--- src/design/latr_pkg.sv ---
// latr_pkg: shared types and constants for the limit alarm trap queue
// holds the command/result transaction structs, configuration register indexes and command codes
// no dependencies
package latr_pkg;

	localparam int CMD_W      = 3;
	localparam int DEV_W      = 6;
	localparam int COL_W      = 3;
	localparam int VAL_W      = 32;
	localparam int LEVEL_W    = 5;
	localparam int FIFO_W     = DEV_W + COL_W;
	localparam int LIMIT_REGS = 3;
	localparam int MASK_W     = 2 * LIMIT_REGS;
	localparam int TICKS_W    = 32;
	localparam int CFG_IDX_W  = 3;
	localparam int CFG_DATA_W = 64;
	localparam int DEV_ROWS   = 1 << DEV_W;

	// command codes
	localparam logic [CMD_W-1:0] CMD_TICK   = CMD_W'(0);
	localparam logic [CMD_W-1:0] CMD_SWEEP  = CMD_W'(1);
	localparam logic [CMD_W-1:0] CMD_SAMPLE = CMD_W'(2);
	localparam logic [CMD_W-1:0] CMD_NOTIFY = CMD_W'(3);
	localparam logic [CMD_W-1:0] CMD_POP    = CMD_W'(4);

	// configuration register indexes
	localparam logic [CFG_IDX_W-1:0] REG_LIMITS0  = CFG_IDX_W'(0);
	localparam logic [CFG_IDX_W-1:0] REG_LIMITS1  = CFG_IDX_W'(1);
	localparam logic [CFG_IDX_W-1:0] REG_LIMITS2  = CFG_IDX_W'(2);
	localparam logic [CFG_IDX_W-1:0] REG_WATCH    = CFG_IDX_W'(3);
	localparam logic [CFG_IDX_W-1:0] REG_REPEAT   = CFG_IDX_W'(4);
	localparam logic [CFG_IDX_W-1:0] REG_TRAPS_OFF = CFG_IDX_W'(5);

	typedef struct packed {
		logic [CMD_W-1:0]        cmd;
		logic [DEV_W-1:0]        dev_index;
		logic [COL_W-1:0]        col_index;
		logic signed [VAL_W-1:0] sample_value;
		logic                    dev_enabled;
	} cmd_item_t;

	typedef struct packed {
		logic               trap_valid;
		logic [DEV_W-1:0]   trap_dev;
		logic [COL_W-1:0]   trap_col;
		logic               out_of_limit;
		logic               enqueued;
		logic               dropped;
		logic [LEVEL_W-1:0] queue_level;
	} res_item_t;

	typedef struct packed {
		logic [LIMIT_REGS-1:0][CFG_DATA_W-1:0] limits;
		logic [MASK_W-1:0]                     watch_mask;
		logic [TICKS_W-1:0]                    repeat_ticks;
		logic                                  traps_off;
	} cfg_t;

endpackage

--- src/design/latr_ram.sv ---
// latr_ram: generic single write port ram with registered read
// no package dependencies
module latr_ram #(
	parameter int WIDTH = 8,
	parameter int DEPTH = 32
) (
	input  logic                                     clk,
	input  logic                                     we,
	input  logic [((DEPTH > 1) ? $clog2(DEPTH) : 1)-1:0] waddr,
	input  logic [WIDTH-1:0]                         wdata,
	input  logic                                     re,
	input  logic [((DEPTH > 1) ? $clog2(DEPTH) : 1)-1:0] raddr,
	output logic [WIDTH-1:0]                         rdata
);

	logic [WIDTH-1:0] mem_q [DEPTH];
	logic [WIDTH-1:0] rdata_q;

	always_ff @(posedge clk) begin
		if (we) begin
			mem_q[waddr] <= wdata;
		end
		if (re) begin
			rdata_q <= mem_q[raddr];
		end
	end

	assign rdata = rdata_q;

endmodule

--- src/design/latr_cfg_regs.sv ---
// latr_cfg_regs: configuration register file of the limit alarm trap queue
// depends on latr_pkg for the register indexes and the cfg_t struct
module latr_cfg_regs import latr_pkg::*; (
	input  logic                  clk,
	input  logic                  arst_n,
	input  logic                  we,
	input  logic [CFG_IDX_W-1:0]  index,
	input  logic [CFG_DATA_W-1:0] data,
	output cfg_t                  cfg
);

	cfg_t cfg_q;

	always_ff @(posedge clk or negedge arst_n) begin
		if (!arst_n) begin
			cfg_q <= '0;
		end else if (we) begin
			unique case (index)
				REG_LIMITS0:   cfg_q.limits[0]    <= data;
				REG_LIMITS1:   cfg_q.limits[1]    <= data;
				REG_LIMITS2:   cfg_q.limits[2]    <= data;
				REG_WATCH:     cfg_q.watch_mask   <= data[MASK_W-1:0];
				REG_REPEAT:    cfg_q.repeat_ticks <= data[TICKS_W-1:0];
				REG_TRAPS_OFF: cfg_q.traps_off    <= data[0];
				default: ;
			endcase
		end
	end

	assign cfg = cfg_q;

endmodule

--- src/design/limit_alarm_trap_queue.sv ---
// limit alarm trap queue: an accepted command is held in the input register, and its result
// transaction is written from there into the result register
// throughput one transaction per cycle while the result side does not stall, set by the
// read-modify-write of the out-of-limit row and the queue pointers behind one input register;
// a held result backs up the input only once the input register is occupied as well
// reset clears control, config, pointers, countdown and the per-row valid flops, so the
// out-of-limit rows read as zero at once with no clearing pass; queue slots stay undefined
// until written
module limit_alarm_trap_queue import latr_pkg::*; #(
	parameter int DEVICES     = 64,
	parameter int COLS        = 3,
	parameter int QUEUE_DEPTH = 32
) (
	input  logic                  clk,
	input  logic                  arst_n,
	input  logic                  cmd_valid,
	output logic                  cmd_stall,
	input  cmd_item_t             cmd_item,
	output logic                  res_valid,
	input  logic                  res_stall,
	output res_item_t             res_item,
	input  logic                  cfg_we,
	input  logic [CFG_IDX_W-1:0]  cfg_index,
	input  logic [CFG_DATA_W-1:0] cfg_data
);

	// rows reachable through the device field
	localparam int ROWS = (DEVICES < DEV_ROWS) ? DEVICES : DEV_ROWS;
	localparam int RAW  = (ROWS > 1) ? $clog2(ROWS) : 1;
	localparam int CW   = (COLS > 1) ? $clog2(COLS) : 1;
	localparam int PW   = $clog2(QUEUE_DEPTH);

	cfg_t cfg;

	// input register and its bypass captures
	logic             valid_s1;
	cmd_item_t        item_s1;
	logic             row_byp_s1;
	logic [COLS-1:0]  row_byp_data_s1;
	logic             fifo_byp_s1;
	logic [FIFO_W-1:0] fifo_byp_data_s1;

	// block state
	logic [ROWS-1:0]    row_vld_q;
	logic [PW-1:0]      head_q, tail_q;
	logic [TICKS_W-1:0] cd_q;
	logic               rnow_q;

	// result register
	logic      res_valid_q;
	res_item_t res_item_q;

	// handshake
	logic res_free, load, fire;

	// ram ports
	logic [COLS-1:0]   row_rd;
	logic [FIFO_W-1:0] fifo_rd;

	// evaluation of the item in the input register
	logic              in_range;
	logic [RAW-1:0]    row_idx;
	logic [CW-1:0]     col_idx;
	logic [COLS-1:0]   row_cur;
	logic [COLS-1:0]   col_bit;
	logic              was_out;
	logic              has_lim, lo_en, hi_en, breach;
	logic [CFG_DATA_W-1:0] lim;
	logic signed [VAL_W-1:0] lo_lim, hi_lim;
	logic [FIFO_W-1:0] fifo_cur;
	logic              row_we;
	logic [COLS-1:0]   row_wdata;
	logic              push_req, push_ok, drop, ool, t_valid, full;
	logic [PW-1:0]     head_inc, tail_inc, head_d, tail_d, lvl;
	logic [PW+LEVEL_W-1:0] lvl_ext;
	logic [TICKS_W-1:0] cd_d;
	logic              rnow_d;
	res_item_t         res_item_d;

	latr_cfg_regs u_cfg (
		.clk    (clk),
		.arst_n (arst_n),
		.we     (cfg_we),
		.index  (cfg_index),
		.data   (cfg_data),
		.cfg    (cfg)
	);

	// the input register moves on whenever the result register is free or being emptied
	assign res_free  = !res_valid_q || !res_stall;
	assign cmd_stall = valid_s1 && !res_free;
	assign load      = cmd_valid && !cmd_stall;
	assign fire      = valid_s1 && res_free;

	// out-of-limit rows, one word of COLS bits per device
	latr_ram #(
		.WIDTH (COLS),
		.DEPTH (ROWS)
	) u_row_ram (
		.clk   (clk),
		.we    (row_we),
		.waddr (row_idx),
		.wdata (row_wdata),
		.re    (load),
		.raddr (cmd_item.dev_index[RAW-1:0]),
		.rdata (row_rd)
	);

	// trap ring, read ahead at the tail that holds once the current item is done
	latr_ram #(
		.WIDTH (FIFO_W),
		.DEPTH (QUEUE_DEPTH)
	) u_fifo_ram (
		.clk   (clk),
		.we    (push_ok),
		.waddr (head_q),
		.wdata ({item_s1.dev_index, item_s1.col_index}),
		.re    (load),
		.raddr (tail_d),
		.rdata (fifo_rd)
	);

	// row and column decode of the held item
	assign in_range = ({{(9 - DEV_W){1'b0}}, item_s1.dev_index} < 9'(DEVICES))
		&& ({1'b0, item_s1.col_index} < 4'(COLS));
	assign row_idx = item_s1.dev_index[RAW-1:0];
	assign col_idx = item_s1.col_index[CW-1:0];
	assign col_bit = COLS'(1) << col_idx;

	// a write in the same edge as the read is forwarded, an unwritten row reads as zero
	assign row_cur  = row_byp_s1 ? row_byp_data_s1 : (row_vld_q[row_idx] ? row_rd : '0);
	assign was_out  = row_cur[col_idx];
	assign fifo_cur = fifo_byp_s1 ? fifo_byp_data_s1 : fifo_rd;

	// window comparison, only the first columns carry limits
	assign has_lim = item_s1.col_index < COL_W'(LIMIT_REGS);
	assign lim     = has_lim ? cfg.limits[item_s1.col_index[1:0]] : '0;
	assign lo_lim  = signed'(lim[VAL_W-1:0]);
	assign hi_lim  = signed'(lim[CFG_DATA_W-1:VAL_W]);
	assign lo_en   = has_lim && cfg.watch_mask[{item_s1.col_index[1:0], 1'b0}];
	assign hi_en   = has_lim && cfg.watch_mask[{item_s1.col_index[1:0], 1'b1}];
	assign breach  = (lo_en && (item_s1.sample_value < lo_lim))
		|| (hi_en && (item_s1.sample_value > hi_lim));

	// ring pointers, full when one slot is left
	assign head_inc = (head_q == PW'(QUEUE_DEPTH - 1)) ? '0 : head_q + 1'b1;
	assign tail_inc = (tail_q == PW'(QUEUE_DEPTH - 1)) ? '0 : tail_q + 1'b1;
	assign full     = head_inc == tail_q;

	always_comb begin
		row_we    = 1'b0;
		row_wdata = row_cur;
		push_req  = 1'b0;
		ool       = 1'b0;
		t_valid   = 1'b0;
		tail_d    = tail_q;
		cd_d      = cd_q;
		rnow_d    = rnow_q;
		if (fire) begin
			unique case (item_s1.cmd)
				CMD_TICK: begin
					if (cd_q != '0) begin
						cd_d = cd_q - 1'b1;
					end
				end
				CMD_SWEEP: begin
					// a repeat round opens only when the countdown has run out
					if ((cfg.repeat_ticks != '0) && (cd_q == '0)) begin
						rnow_d = 1'b1;
						cd_d   = cfg.repeat_ticks;
					end else begin
						rnow_d = 1'b0;
					end
				end
				CMD_SAMPLE: begin
					if (in_range) begin
						row_we = 1'b1;
						if (!item_s1.dev_enabled) begin
							// disabled device wipes its whole row
							row_wdata = '0;
						end else if (breach) begin
							ool       = 1'b1;
							row_wdata = row_cur | col_bit;
							push_req  = !was_out || rnow_q;
						end else begin
							row_wdata = row_cur & ~col_bit;
						end
					end
				end
				CMD_NOTIFY: begin
					push_req = in_range;
				end
				CMD_POP: begin
					if (cfg.traps_off) begin
						tail_d = head_q;
					end else if (tail_q != head_q) begin
						t_valid = 1'b1;
						tail_d  = tail_inc;
					end
				end
				default: ;
			endcase
		end
		push_ok = push_req && !full;
		drop    = push_req && full;
		head_d  = push_ok ? head_inc : head_q;
	end

	// cells waiting once this item is done
	assign lvl     = head_d - tail_d + ((head_d < tail_d) ? PW'(QUEUE_DEPTH) : PW'(0));
	assign lvl_ext = {{LEVEL_W{1'b0}}, lvl};

	always_comb begin
		res_item_d              = '0;
		res_item_d.trap_valid   = t_valid;
		res_item_d.trap_dev     = t_valid ? fifo_cur[FIFO_W-1:COL_W] : '0;
		res_item_d.trap_col     = t_valid ? fifo_cur[COL_W-1:0] : '0;
		res_item_d.out_of_limit = ool;
		res_item_d.enqueued     = push_ok;
		res_item_d.dropped      = drop;
		res_item_d.queue_level  = lvl_ext[LEVEL_W-1:0];
	end

	// control registers
	always_ff @(posedge clk or negedge arst_n) begin
		if (!arst_n) begin
			valid_s1    <= 1'b0;
			res_valid_q <= 1'b0;
			row_vld_q   <= '0;
			head_q      <= '0;
			tail_q      <= '0;
			cd_q        <= '0;
			rnow_q      <= 1'b0;
		end else begin
			if (load) begin
				valid_s1 <= 1'b1;
			end else if (fire) begin
				valid_s1 <= 1'b0;
			end
			if (fire) begin
				res_valid_q <= 1'b1;
			end else if (!res_stall) begin
				res_valid_q <= 1'b0;
			end
			if (row_we) begin
				row_vld_q[row_idx] <= 1'b1;
			end
			head_q <= head_d;
			tail_q <= tail_d;
			cd_q   <= cd_d;
			rnow_q <= rnow_d;
		end
	end

	// payload registers, bypass captured with the ram reads
	always_ff @(posedge clk) begin
		if (load) begin
			item_s1          <= cmd_item;
			row_byp_s1       <= row_we && (row_idx == cmd_item.dev_index[RAW-1:0]);
			row_byp_data_s1  <= row_wdata;
			fifo_byp_s1      <= push_ok && (head_q == tail_d);
			fifo_byp_data_s1 <= {item_s1.dev_index, item_s1.col_index};
		end
		if (fire) begin
			res_item_q <= res_item_d;
		end
	end

	assign res_valid = res_valid_q;
	assign res_item  = res_item_q;

endmodule

--- config.mk ---
export PLATFORM = sky130hd
export DESIGN_NAME = limit_alarm_trap_queue
export DESIGN_NICKNAME = d
export VERILOG_FILES = /design/src/design/latr_pkg.sv /design/src/design/latr_ram.sv /design/src/design/latr_cfg_regs.sv /design/src/design/limit_alarm_trap_queue.sv
export SDC_FILE = /design/constraint.sdc
export NUM_CORES = 1
export LEC_CHECK = 0
export BUFFER_PORTS_ARGS = -buffer_cell sky130_fd_sc_hd__buf_2
export CORE_ASPECT_RATIO = 1.5
export CORE_UTILIZATION = 50
export DETAILED_ROUTE_END_ITERATION = 10
export GPL_TIMING_DRIVEN = 0
export PLACE_DENSITY = 0.72
export SLEW_MARGIN = 20
export SYNTH_ARGS = -nofsm -noshare
export SYNTH_HDL_FRONTEND = slang
export SYNTH_SLANG_ARGS = --single-unit
--- constraint.sdc ---
create_clock -name clk -period 18.7 [get_ports clk]
set_input_delay 1.87 -clock clk [delete_from_list [all_inputs] [get_ports clk]]
set_output_delay 1.87 -clock clk [all_outputs]
set_load 0.02 [all_outputs]
; Yosys cells after proc, flatten, opt, wreduce, memory -nomap -nowiden
; Memory sizes are Yosys's and may differ from the RTL's. A register that Yosys moved wholly into a read port is not among the register bits.
; Index checks and enable logic that the tools add are counted.
[totals]
regBits = 417
n_memories = 2
word_cells = 158
mem_bits_rw = 480
inputBits = 117
[classes]
n_mux = 53
n_addsub = 4
n_reduce_logical = 38
shifts = 1
n_eq_ne = 18
magnitude_cmp = 9
bitwise = 4
[mem_list]
columns = memory, depth, word_bits, rd, rd_clocked_by_memory_dff, write_ports, line
row1 = u_fifo_ram.mem_q, 32, 9, 1, 1, 1, latr_ram.sv:16  ; logic [WIDTH-1:0] mem_q [DEPTH];
row2 = u_row_ram.mem_q, 64, 3, 1, 1, 1, latr_ram.sv:16
[op_table]
columns = op, count
row1 = $bmux 64 s2, 1
row2 = $mux 64, 2
row3 = $mux 32, 2
row4 = $or 64x64->64, 1
row5 = $pmux 32 s2, 1
row6 = $reduce_bool 32->1, 2
row7 = $mux 5, 7
row8 = $gt 32x32->1, 1
row9 = $logic_not 32->1, 1
row10 = $lt 32x32->1, 1
row11 = $sub 32x1->32 const B, 1
row12 = $mux 1, 26
row13 = $mux 3, 7
row14 = $reduce_and 2->1, 7
row15 = $logic_and 1x1->1, 13
row16 = $eq 3x2->1 const B, 4
row17 = $add 5x1->5 const B, 2
row18 = $eq 5x5->1, 2
row19 = $eq 5x5->1 const B, 2
row20 = $eq 3x3->1 const B, 3
row21 = $mux 9, 1
row22 = $lt 3x4->1 const B, 2
row23 = $lt 6x7->1 const B, 1
row24 = $bmux 1 s2, 3
row25 = 22 further kinds, 34

; Logic depth before layout (Yosys ltp)
; Gate-level depths: netlist of run 1.
[logic_depth]
word_depth = 16
mapped_depth = 25
ltp_nobuf = 21

; Cells and area by module
; A second synthesis of run 1 with hierarchy kept.
[unflattened]
hier_cells = 2612
area_unflattened_um2 = 40690.3
[by_module_without_submodules]
columns = mod, cells_per_inst, seq_area_each_um2, instances, area_each_um2
row1 = limit_alarm_trap_queue, 1233, 5039.8, 1, 11971.5
row2 = latr_ram at u_fifo_ram, 463, 8918.6, 1, 11372.2
row3 = latr_cfg_regs, 493, 5780.5, 1, 9452.8
row4 = latr_ram at u_row_ram, 423, 5855.6, 1, 7893.8

; Worst setup path before layout of run 1
; OpenSTA, ideal clock, no wires.
[synth_path]
path_type = flip-flop to flip-flop
from = register item_s1 (netlist bit col_idx[1])
to = register row_byp_data_s1[1], data pin
setup_time_ns = 0.558
synth_period_minus_slack_ns = 6.308
required_ns = 18.142
arrival_ns = 5.750
path_stages_with_launch = 17
path_slack_ns = 12.392
path_buffers = 3
path_cell_list = edfxtp_1 -> buf_4 -> buf_1 -> buf_1 -> mux2i_1 -> o21ai_0 -> nand2b_1 -> ha_1 -> a21o_1 -> a21o_1 -> a21oi_1 -> o21ai_1 -> or4_1 -> a21bo_1 -> nand2_1 -> nand2_1 -> o22ai_1
[synth_between]
elab_chain_len = 11
word_cells_on_any_way = 25
cone_classes = order compare: 4 / shift: 1 / mux: 12 / bitwise: 3 / reduce/logical: 5
[synth_lines]
columns = element, line
row1 = start: declaration, limit_alarm_trap_queue.sv:37  ; cmd_item_t item_s1;
row2 = start signal: assignment, limit_alarm_trap_queue.sv:258  ; item_s1 <= cmd_item;
row3 = $bmux 64 s2, limit_alarm_trap_queue.sv:137  ; assign lim = has_lim ? cfg.limits[item_s1.col_index[1:0]] : '0;
row4 = $mux 64 (not written as such), limit_alarm_trap_queue.sv:137
row5 = $mux 64, limit_alarm_trap_queue.sv:137
row6 = $lt 32x32->1 or $gt 32x32->1 (tied branches), "limit_alarm_trap_queue.sv:142, limit_alarm_trap_queue.sv:143"
row7 = "$logic_and 1x1->1, on equally long branches", "limit_alarm_trap_queue.sv:142, limit_alarm_trap_queue.sv:143"
row8 = $logic_or 1x1->1, limit_alarm_trap_queue.sv:143  ; || (hi_en && (item_s1.sample_value > hi_lim));
row9 = $mux 3, limit_alarm_trap_queue.sv:181  ; end else if (breach) begin
row10 = $mux 3, limit_alarm_trap_queue.sv:178  ; if (!item_s1.dev_enabled) begin
row11 = $mux 3 (*), limit_alarm_trap_queue.sv:176  ; if (in_range) begin
row12 = $mux 3 (*), limit_alarm_trap_queue.sv:160  ; unique case (item_s1.cmd)
row13 = $mux 3 (*), limit_alarm_trap_queue.sv:159  ; if (fire) begin
row14 = net row_wdata[1], limit_alarm_trap_queue.sv:72  ; logic [COLS-1:0] row_wdata;
row15 = end signal: assignment, limit_alarm_trap_queue.sv:260  ; row_byp_data_s1 <= row_wdata;
row16 = end: declaration, limit_alarm_trap_queue.sv:39  ; logic [COLS-1:0] row_byp_data_s1;
; Mark *: on every way through the listed nets, which the timed path passes. The rest lies on a longest branch. The select of a mux whose other input is x is not followed.
; A chain may end at the register's enable or synchronous reset.

; Worst setup path after layout of run 1
[layout_path]
from = register item_s1 (netlist bit col_idx[1])
to = register res_item_q (netlist bit res_item[4]), data pin
[layout_between]
elab_chain_len = 14
word_cells_on_any_way = 28
cone_classes = add/sub: 1 / order compare: 4 / mux: 15 / reduce/logical: 8
[layout_lines]
columns = element, line
row1 = $bmux 64 s2, limit_alarm_trap_queue.sv:137
row2 = $mux 64 (not written as such), limit_alarm_trap_queue.sv:137
row3 = $mux 64, limit_alarm_trap_queue.sv:137
row4 = $lt 32x32->1 or $gt 32x32->1 (tied branches), "limit_alarm_trap_queue.sv:142, limit_alarm_trap_queue.sv:143"
row5 = "$logic_and 1x1->1, on equally long branches", "limit_alarm_trap_queue.sv:142, limit_alarm_trap_queue.sv:143"
row6 = $logic_or 1x1->1, limit_alarm_trap_queue.sv:143
row7 = $mux 1, limit_alarm_trap_queue.sv:181
row8 = $mux 1, limit_alarm_trap_queue.sv:178
row9 = $mux 1, limit_alarm_trap_queue.sv:176
row10 = $pmux 1 s2 (*), limit_alarm_trap_queue.sv:160
row11 = $mux 1 (*), limit_alarm_trap_queue.sv:159
row12 = $logic_and 1x1->1 (*), limit_alarm_trap_queue.sv:204  ; push_ok = push_req && !full;
row13 = $mux 5 (*), limit_alarm_trap_queue.sv:206  ; head_d = push_ok ? head_inc : head_q;
row14 = net head_d[2], limit_alarm_trap_queue.sv:74  ; logic [PW-1:0] head_inc, tail_inc, head_d, tail_d, lvl;
row15 = $sub 5x5->5 (*), limit_alarm_trap_queue.sv:210  ; assign lvl = head_d - tail_d + ((head_d < tail_d) ? PW'(QUEUE_DEPTH) : PW'(0));
row16 = net lvl[4], limit_alarm_trap_queue.sv:74
row17 = end signal: assignment, limit_alarm_trap_queue.sv:265  ; res_item_q <= res_item_d;
row18 = end: declaration, limit_alarm_trap_queue.sv:51  ; res_item_t res_item_q;
; Marked as above.

==> results of run 1 <==
final cells by class:
class                   instances  area, µm²
plain buffers                 174        786
diodes                          4       10.0
flip-flops and latches        909      25600
inverters                      48        183
repair buffers                165       1220
fillers                      6353      34000
clock inverters                46        547
clock buffers                 108       2310
well taps                    1032       1290
multi-input cells            1821      14100
layer usage:
layer / track usage (%) / routed length, µm / vias to the layer above
li1: - / - / 11800
met1: 29.0 / 38900 / 13300
met2: 47.9 / 56300 / 1062
met3: 4.59 / 6450 / 332
met4: 15.0 / 6200 / 16
met5: 0 / 102 / -
how the worst max path moves through the flow:
| stage | end | startpoint | slack [ns] | cells after the start |
|---|---|---|---|---|
| finish | res_item[4] | col_idx[1] | 10.81 | 22 |
| global route | res_item[4] | col_idx[1] | 10.61 | 22 |
| CTS | res_item[4] | col_idx[1] | 10.83 | 22 |
| detailed placement | res_item[4] | col_idx[1] | 10.90 | 22 |
| global placement | u_row_ram.mem_q[10][1] | col_idx[1] | 8.17 | 16 |
| floorplan | row_byp_data_s1[1] | col_idx[1] | 12.39 | 16 |
stage by stage:
step           total power (W)  hold slack [ns]  setup slack, ns  std cells
6_report               0.00540            0.464            10.81       4307
3_5_place_dp           0.00363            0.448            10.90       4148
3_3_place_gp           0.00359            0.439             8.17       4119
2_1_floorplan          0.00321            0.427            12.39       2952
5_1_grt                0.00560            0.477            10.61       4305
4_1_cts                0.00541            0.463            10.83       4302
worst register-to-register path, delay by kind of cell, from the launching register on:
kind / cells / cell delay, ns
multiplexers: 1 / 0.17
AO/OA/AOI/OAI: 8 / 2.96
flip-flops: 1 / 0.45
buffers and inverters: 4 / 2.00
XOR/XNOR: 2 / 0.26
AND/OR/NAND/NOR: 5 / 0.98
adder cells (fa/ha/maj): 2 / 0.80
state kept, by name, summed over array words and instances, names as in the netlist, 2 cells and up:
signal	flops
u_cfg.cfg	231
row_byp_data_s1	3
u_row_ram.mem_q	192
cd_q	32
res_item	18
tail_q	5
col_idx	2
row_idx	6
fifo_byp_data_s1	9
head_q	5
u_fifo_ram.mem_q	288
row_vld_q	64
u_fifo_ram.rdata	9
u_row_ram.rdata	3
item_s1	37
power groups by stage:
stage	Sequential, W	Combinational [W]	Clock, W
2_1_floorplan	0.00245	0.000757	0
3_3_place_gp	0.00248	0.00110	0
3_5_place_dp	0.00248	0.00116	0
4_1_cts	0.00244	0.00117	0.00180
5_1_grt	0.00246	0.00127	0.00188
6_report	0.00244	0.00118	0.00178
cell usage after synthesis (4+ instances only):
| cell type | count | share of area [%] |
|---|---|---|
| a2111oi_0 | 8 | 0.17 |
| a211oi_1 | 74 | 1.4 |
| a21o_1 | 9 | 0.17 |
| a21oi_1 | 175 | 2.2 |
| a221o_1 | 16 | 0.39 |
| a221oi_1 | 44 | 0.95 |
| a22oi_1 | 14 | 0.26 |
| a31oi_1 | 7 | 0.11 |
| and2_1 | 4 | 0.062 |
| and3_1 | 69 | 1.1 |
| buf_1 | 17 | 0.16 |
| buf_2 | 23 | 0.28 |
| buf_4 | 11 | 0.20 |
| buf_6 | 8 | 0.22 |
| clkbuf_1 | 114 | 1.1 |
| dfrtp_1 | 340 | 21 |
| edfxtp_1 | 569 | 42 |
| ha_1 | 75 | 2.3 |
| inv_1 | 44 | 0.41 |
| mux2_2 | 231 | 6.4 |
| mux2i_1 | 102 | 2.5 |
| mux4_2 | 73 | 4.1 |
| nand2_1 | 168 | 1.6 |
| nand2b_1 | 76 | 1.2 |
| nand3_1 | 32 | 0.39 |
| nand4_1 | 38 | 0.59 |
| nand4b_1 | 4 | 0.086 |
| nor2_1 | 154 | 1.4 |
| nor2b_1 | 9 | 0.14 |
| nor3_1 | 23 | 0.28 |
| nor3b_1 | 9 | 0.17 |
| nor4_1 | 19 | 0.29 |
| o211ai_1 | 8 | 0.15 |
| o21ai_0 | 134 | 1.7 |
| o21ai_1 | 29 | 0.36 |
| o22ai_1 | 24 | 0.37 |
| o2bb2ai_1 | 4 | 0.086 |
| o311ai_1 | 4 | 0.086 |
| o31ai_1 | 4 | 0.074 |
| or2_2 | 68 | 1.0 |
| or3_1 | 19 | 0.29 |
| or4_1 | 7 | 0.13 |
| xnor2_1 | 21 | 0.45 |
| xor2_1 | 5 | 0.11 |
cells by family after synthesis:
logic type | share of synthesized area [%]
multiplexers | 13.0
AND/OR/NAND/NOR | 9.28
flip-flops | 63.1
buffers and inverters | 2.38
adder cells (fa/ha/maj) | 2.36
AO/OA/AOI/OAI | 9.30
XOR/XNOR | 0.561
==> metrics.md, run 1 <==
| Metric | Value |
|---|---|
| ANT nets after route | 0 |
| Initial Utilization | 50.7% |
| WHS Path Cells | 1 |
| FF+latch count, synth | slightly above 900 |
| Hold Violations, Final | 0 |
| Post-route cell area | 0.0461 mm² |
| Worst R2R Path Depth | 22 |
| CTS buffer count | between 80 and 90 |
| DP HPWL | slightly below 80 mm |
| Via density | roughly 6.1 |
| Final Net Count | about 3,400 |
| Crit path buf inv count | 4 |
| Htree depth | 3 |
| Largest net degree at the start of global routing | 92 |
| Grt total ovfl | 0 |
| Number of flops mapped to enable cells by yosys | ~570 |
| Hold Buf Count CTS | 0 |
| Setup TNS Final | 0 ns |
| DRT Wirelength | ~110 mm |
| Crit Path Max Fanout | 19 |
| Die height | 351 µm |
| Layout Skew | approximately 0.029 ns |
| Die footprint | 0.0823 mm² |
| # DRC | 0 |
| MaxCap Viol Count | 0 |
| Drt first pass iters | 7 |
| Final min period | a little under 8 ns |
| Tot GR Track Use | a little over a quarter |
| Hold path endpoint | row_vld_q[23] |
| Final setup fails | 0 |
| DR iter-0 viols | around 2,200 |
| Run status | complete, no violations |
| Arrival @ worst endpoint | between 8 and 9 ns |
| Net Count, Synth | approximately 3,100 |
| Crit path cell chain | buf_8, buf_4, buf_1, buf_1, mux2i_1, o21ai_0, nand2b_1, ha_1, nand4_1, nor2_1, and3_1, a21boi_0, o31ai_1, a21bo_1, a211oi_4, nand2_1, o311ai_1, ha_1, a21o_1, a21oi_1, xnor2_1, xnor2_1 |
| Clk Tree Root Cell | clkbuf_16 |
| Worst slew pin tran | 1.21 ns |
| Post-synthesis cell count | 2,952 |
| Max clock buf depth | 3 |
| Num rows | 127 |
| Mapped Area | 0.0406 mm² |
| Sequential Power Share | about 45% |
| Post CTS Setup Buffer Count | 0 |
| Synth Area per Inst | roughly 14 µm² |
| RSZ-0062 raised after global routing | no |
| Clock latency on the worst-skew pair | 0.66 ns |
| Post-CTS sizing | 0 |
| Core ar. | 0.0801 mm² |
| Clock Power Share | approximately a third |
| Slew margin rel. | between 15 and 20% |
| Power density cells | about 120 mW/mm² |
| Final RePlAce weighted congestion | 0.946 |
| Hold Path Class | flop to flop |
| Top_reg_cell synth | edfxtp_1 |
| Crit path launch type | flop |
| Sequential share of the synthesized area | a little over three fifths |
| R2R Setup Slk | approximately 11 ns |
| PortBufs | 135 |
| Worst IR Drop VDD | ~0.085 mV |
| Combinational power share | ~22% |
| Routed WL per cell | approximately 25 µm |
| Switch Pwr | 0.00162 W |
| Initial antenna violation count | 13 |
| Worst flop-to-flop path endpoint | res_item[4] |
| Sw frac | 29.9% |
| Synth-to-layout area growth | 13.5% |
| Final core utilization | between 50% and 60% |
| Biggest cell delay along the critical path | 0.93 ns |
| Die width | ~230 µm |
| CP Capture Type | flop |
| Final max-slew violation count | 0 |
| Post-synth ARST share | 37.4% |
| Critical-path top delay cell | o311ai_1 |
| Clock transition at path regs | approximately 0.070 ns |
| Req. time, crit path | between 15 and 20 ns |
| Peak Freq | between 100 and 150 MHz |
| CTS tree | yes |
| Commonest non-fill, non-tap cell in the layout | edfxtp_1 |
| Vias in the first global route | 27,600 |
| Routed vias | between 20,000 and 30,000 |
| Post-DP Area | about 0.043 mm² |
| Worst path top cell family by delay | compound AO/OA/AOI/OAI gates |
| Distinct cells, synth | between 80 and 90 |
| Synthesis Warnings | 0 |
| Most frequent cells in the layout | 569 x edfxtp_1, 340 x dfrtp_1, 231 x mux2_2, 175 x a21oi_1, 168 x nand2_1 |
| Period utilization | about 42% |
| First-pass GRT wire length | 164 mm |
| I/O pins | 137 |
| Critical path class | flop to flop |
| Layout cells sized above 1 | between 20% and 30% |
| Hold Crit Start | row_vld_q[23] |
| Total clock sinks | roughly 910 |
| Cell internal pwr | approximately 0.0038 W |
| R2r startpoint | col_idx[1] |
| LEAKAGE | 17.4 nW |
Note: power is estimated with default switching activity, not from simulation.
==> inputs of run 2 (changes only) <==
clock period = 7.6 ns   (was 18.7 ns; I/O delays follow)
==> run 2 against run 1 <==
Clock power rose by 150%. Register-to-register slack got worse by 11 ns. Sequential share of layout area barely moved. Largest cell class unchanged. Critical endpoint unchanged. Global-route usage barely moved. Fmax rose by 7.0%. Die area did not move. Highest routed layer unchanged. Worst setup slack got worse by 11 ns. Utilization barely moved. Worst hold slack got worse by 0.18 ns. Count of clock-buffer cells in the layout did not move. Clock skew fell by 0.0032 ns.
==> metrics.md, run 2 (synthesis gave the netlist of run 1 again) <==
| Metric | Value |
|---|---|
| ANT nets after route | 0 (unchanged) |
| Final core utilization | 57.6% (was 57.5%) |
| Period utilization | 97.1% (was 42.2%) |
| R2r startpoint | col_idx[1] (unchanged) |
| Hold Path Class | primary input to flop (was flop to flop) |
| Final min period | 7.38 ns (was 7.89 ns) |
| Final setup fails | 0 (unchanged) |
| Largest net degree at the start of global routing | 92 (unchanged) |
| Run status | complete, no violations (unchanged) |
| Max FFs per register | 288 (unchanged) |
| Layout Skew | 0.0262 ns (was 0.0295 ns) |
| Final Power | 0.0133 W (was 0.00540 W) |
| Die footprint | 0.0823 mm² (unchanged) |
| Peak Freq | 136 MHz (was 127 MHz) |
| CP Capture Point | res_item[4] (unchanged) |
| Filler Cells Inserted | 6,350 (was 6,353) |
| Post-route non-filler standard cell count | 4,308 (was 4,307) |
| Drt first pass iters | 7 (unchanged) |
| Num rows | 127 (unchanged) |
| Vias in the first global route | 27,600 (about the same) |
| Initial Utilization | 50.7% (unchanged) |
| Hold Violations, Final | 0 (unchanged) |
| Max clock buf depth | 3 (unchanged) |
| Dpl cells | 4,148 (unchanged) |
| CP Capture Type | flop (unchanged) |
| Combinational power share | 21.8% (about the same) |
| First-pass GRT wire length | 164 mm (about the same) |
| Clock latency on the worst-skew pair | 0.66 ns (about the same) |
| RSZ-0062 raised after global routing | no (unchanged) |
| Worst R2R Path Depth | 24 (was 22) |
| MaxCap Viol Count | 0 (unchanged) |
| Power density cells | 288 mW/mm² (was 117 mW/mm²) |
| Layout cells sized above 1 | 23.4% (was 23.3%) |
| Synth-to-layout area growth | 13.6% (was 13.5%) |
| Die height | 351 µm (unchanged) |
| Die width | 235 µm (unchanged) |
| Clock transition at path regs | 0.07 ns (about the same) |
| Most frequent cells in the layout | 569 x edfxtp_1, 340 x dfrtp_1, 231 x mux2_2, 175 x a21oi_1, 168 x nand2_1 (unchanged) |
| CTS buffer count | 83 (unchanged) |
| Worst slew pin tran | 1.20 ns (was 1.21 ns) |
| Final max-slew violation count | 0 (unchanged) |
| Commonest non-fill, non-tap cell in the layout | edfxtp_1 (unchanged) |
| Sequential Power Share | 45.2% (about the same) |
| Via density | 6.14 (about the same) |
| DP HPWL | 77.7 mm (unchanged) |
| Cell internal pwr | 0.00932 W (was 0.00379 W) |
| Initial antenna violation count | 13 (unchanged) |
| Crit path from | col_idx[1] (unchanged) |
| Critical path class | flop to flop (unchanged) |
| Core ar. | 0.0801 mm² (unchanged) |
| Req. time, crit path | 7.99 ns (was 19.09 ns) |
| Sw frac | 29.9% (about the same) |
| Routed vias | 26,500 (was 26,400) |
| Final Net Count | 3,396 (was 3,395) |
| Final RePlAce weighted congestion | 0.946 (unchanged) |
| R2R Setup Slk | 0.22 ns (was 10.81 ns) |
| DRT Wirelength | 108 mm (about the same) |
| Crit path launch type | flop (unchanged) |
| Grt total ovfl | 0 (unchanged) |
| Reg with most FFs | u_fifo_ram.mem_q (unchanged) |
| Clock Power Share | 33.0% (about the same) |
| Htree depth | 3 (unchanged) |
| Routed WL per cell | 25.0 µm (about the same) |
| Total clock sinks | 909 (unchanged) |
| Tot GR Track Use | 26.3% (about the same) |
| LEAKAGE | 17.4 nW (about the same) |
| # DRC | 0 (unchanged) |
| Clk Tree Root Cell | clkbuf_16 (unchanged) |
| Worst IR Drop VDD | 0.210 mV (was 0.0850 mV) |
| Slew margin rel. | 20.1% (was 19.4%) |
| I/O pins | 137 (unchanged) |
| CTS tree | yes (unchanged) |
| Arrival @ worst endpoint | 7.77 ns (was 8.29 ns) |
| Worst flop-to-flop path endpoint | res_item[4] (unchanged) |
| Crit Path Max Fanout | 19 (unchanged) |
| Setup TNS Final | 0 ns (unchanged) |
| PortBufs | 135 (unchanged) |
| DR iter-0 viols | 2,245 (was 2,195) |
| Switch Pwr | 0.00397 W (was 0.00162 W) |
run 2: per-stage QoR:
step / hold WS, ns / setup slack, ns / instance area [µm²]
2_1_floorplan: 0.427 / 1.29 / 40600
3_3_place_gp: 0.439 / -2.93 / 42500
3_5_place_dp: 0.448 / -0.196 / 43200
4_1_cts: 0.255 / 0.119 / 46100
5_1_grt: 0.263 / 0.000789 / 46100
6_report: 0.281 / 0.223 / 46100
run 2: critical path: stages, from the launching register on:
cell and delay, ns:
edfxtp_1 0.44, buf_8 0.21, buf_4 0.24, buf_1 0.65, buf_1 0.69, mux2i_1 0.20
o21ai_0 0.34, nand2b_1 0.11, ha_1 0.31, nand4_1 0.14, nor3_1 0.51, o311ai_0 0.26
o211ai_1 0.25, o311a_1 0.39, nor2b_1 0.38, a211oi_4 0.18, buf_2 0.25, a21oi_1 0.34
ha_1 0.27, fa_1 0.24, inv_1 0.05, a21o_1 0.16, a21oi_1 0.18, xnor2_1 0.15
xnor2_1 0.11
run 2: final cells by class:
type | count | area, µm² | share of cell area [%]
Tap cell | 1032 | 1290 | 2.80
Buffer | 174 | 796 | 1.73
Clock inverter | 46 | 547 | 1.19
Clock buffer | 108 | 2310 | 5.02
Antenna cell | 4 | 10.0 | 0.0217
Multi-Input combinational cell | 1821 | 14100 | 30.7
Inverter | 48 | 183 | 0.396
Sequential cell | 909 | 25600 | 55.5
Timing Repair Buffer | 166 | 1230 | 2.67
run 2: metal layers:
layer	track usage, %	vias to the layer above	share of wire [%]
li1	-	11800	-
met1	29.0	13300	36
met2	47.7	1084	52
met3	4.58	360	6.3
met4	15.4	16	6.1
met5	0	-	0.095
run 2: timing repair:
| action | in CTS | in global routing |
|---|---|---|
| buffers inserted | 0 | 0 |
| resized for setup | 3 | 3 |
| gates cloned | 0 | 0 |
| hold buffers | 1 | 0 |
| endpoints found under the hold margin | 12 | 0 |
| setup endpoints to repair | 1 | 1 |
run 2: power groups by stage:
stage	clock network, W	registers (W)	logic [W]
2_1_floorplan	0	0.00603	0.00186
3_3_place_gp	0	0.00611	0.00271
3_5_place_dp	0	0.00609	0.00285
4_1_cts	0.00443	0.00600	0.00287
5_1_grt	0.00462	0.00605	0.00311
6_report	0.00439	0.00600	0.00290
run 2: worst min path at each step:
stage,from,to,slack [ns],cells past startpoint
6_report,cmd_item[1],item_s1[1],0.28,1
5_1_grt,cmd_item[34],col_idx[1],0.26,1
4_1_cts,cmd_item[34],col_idx[1],0.26,1
3_5_place_dp,row_vld_q[41],row_vld_q[41],0.45,2
3_3_place_gp,row_vld_q[45],row_vld_q[45],0.44,2
2_1_floorplan,row_vld_q[41],row_vld_q[41],0.43,2
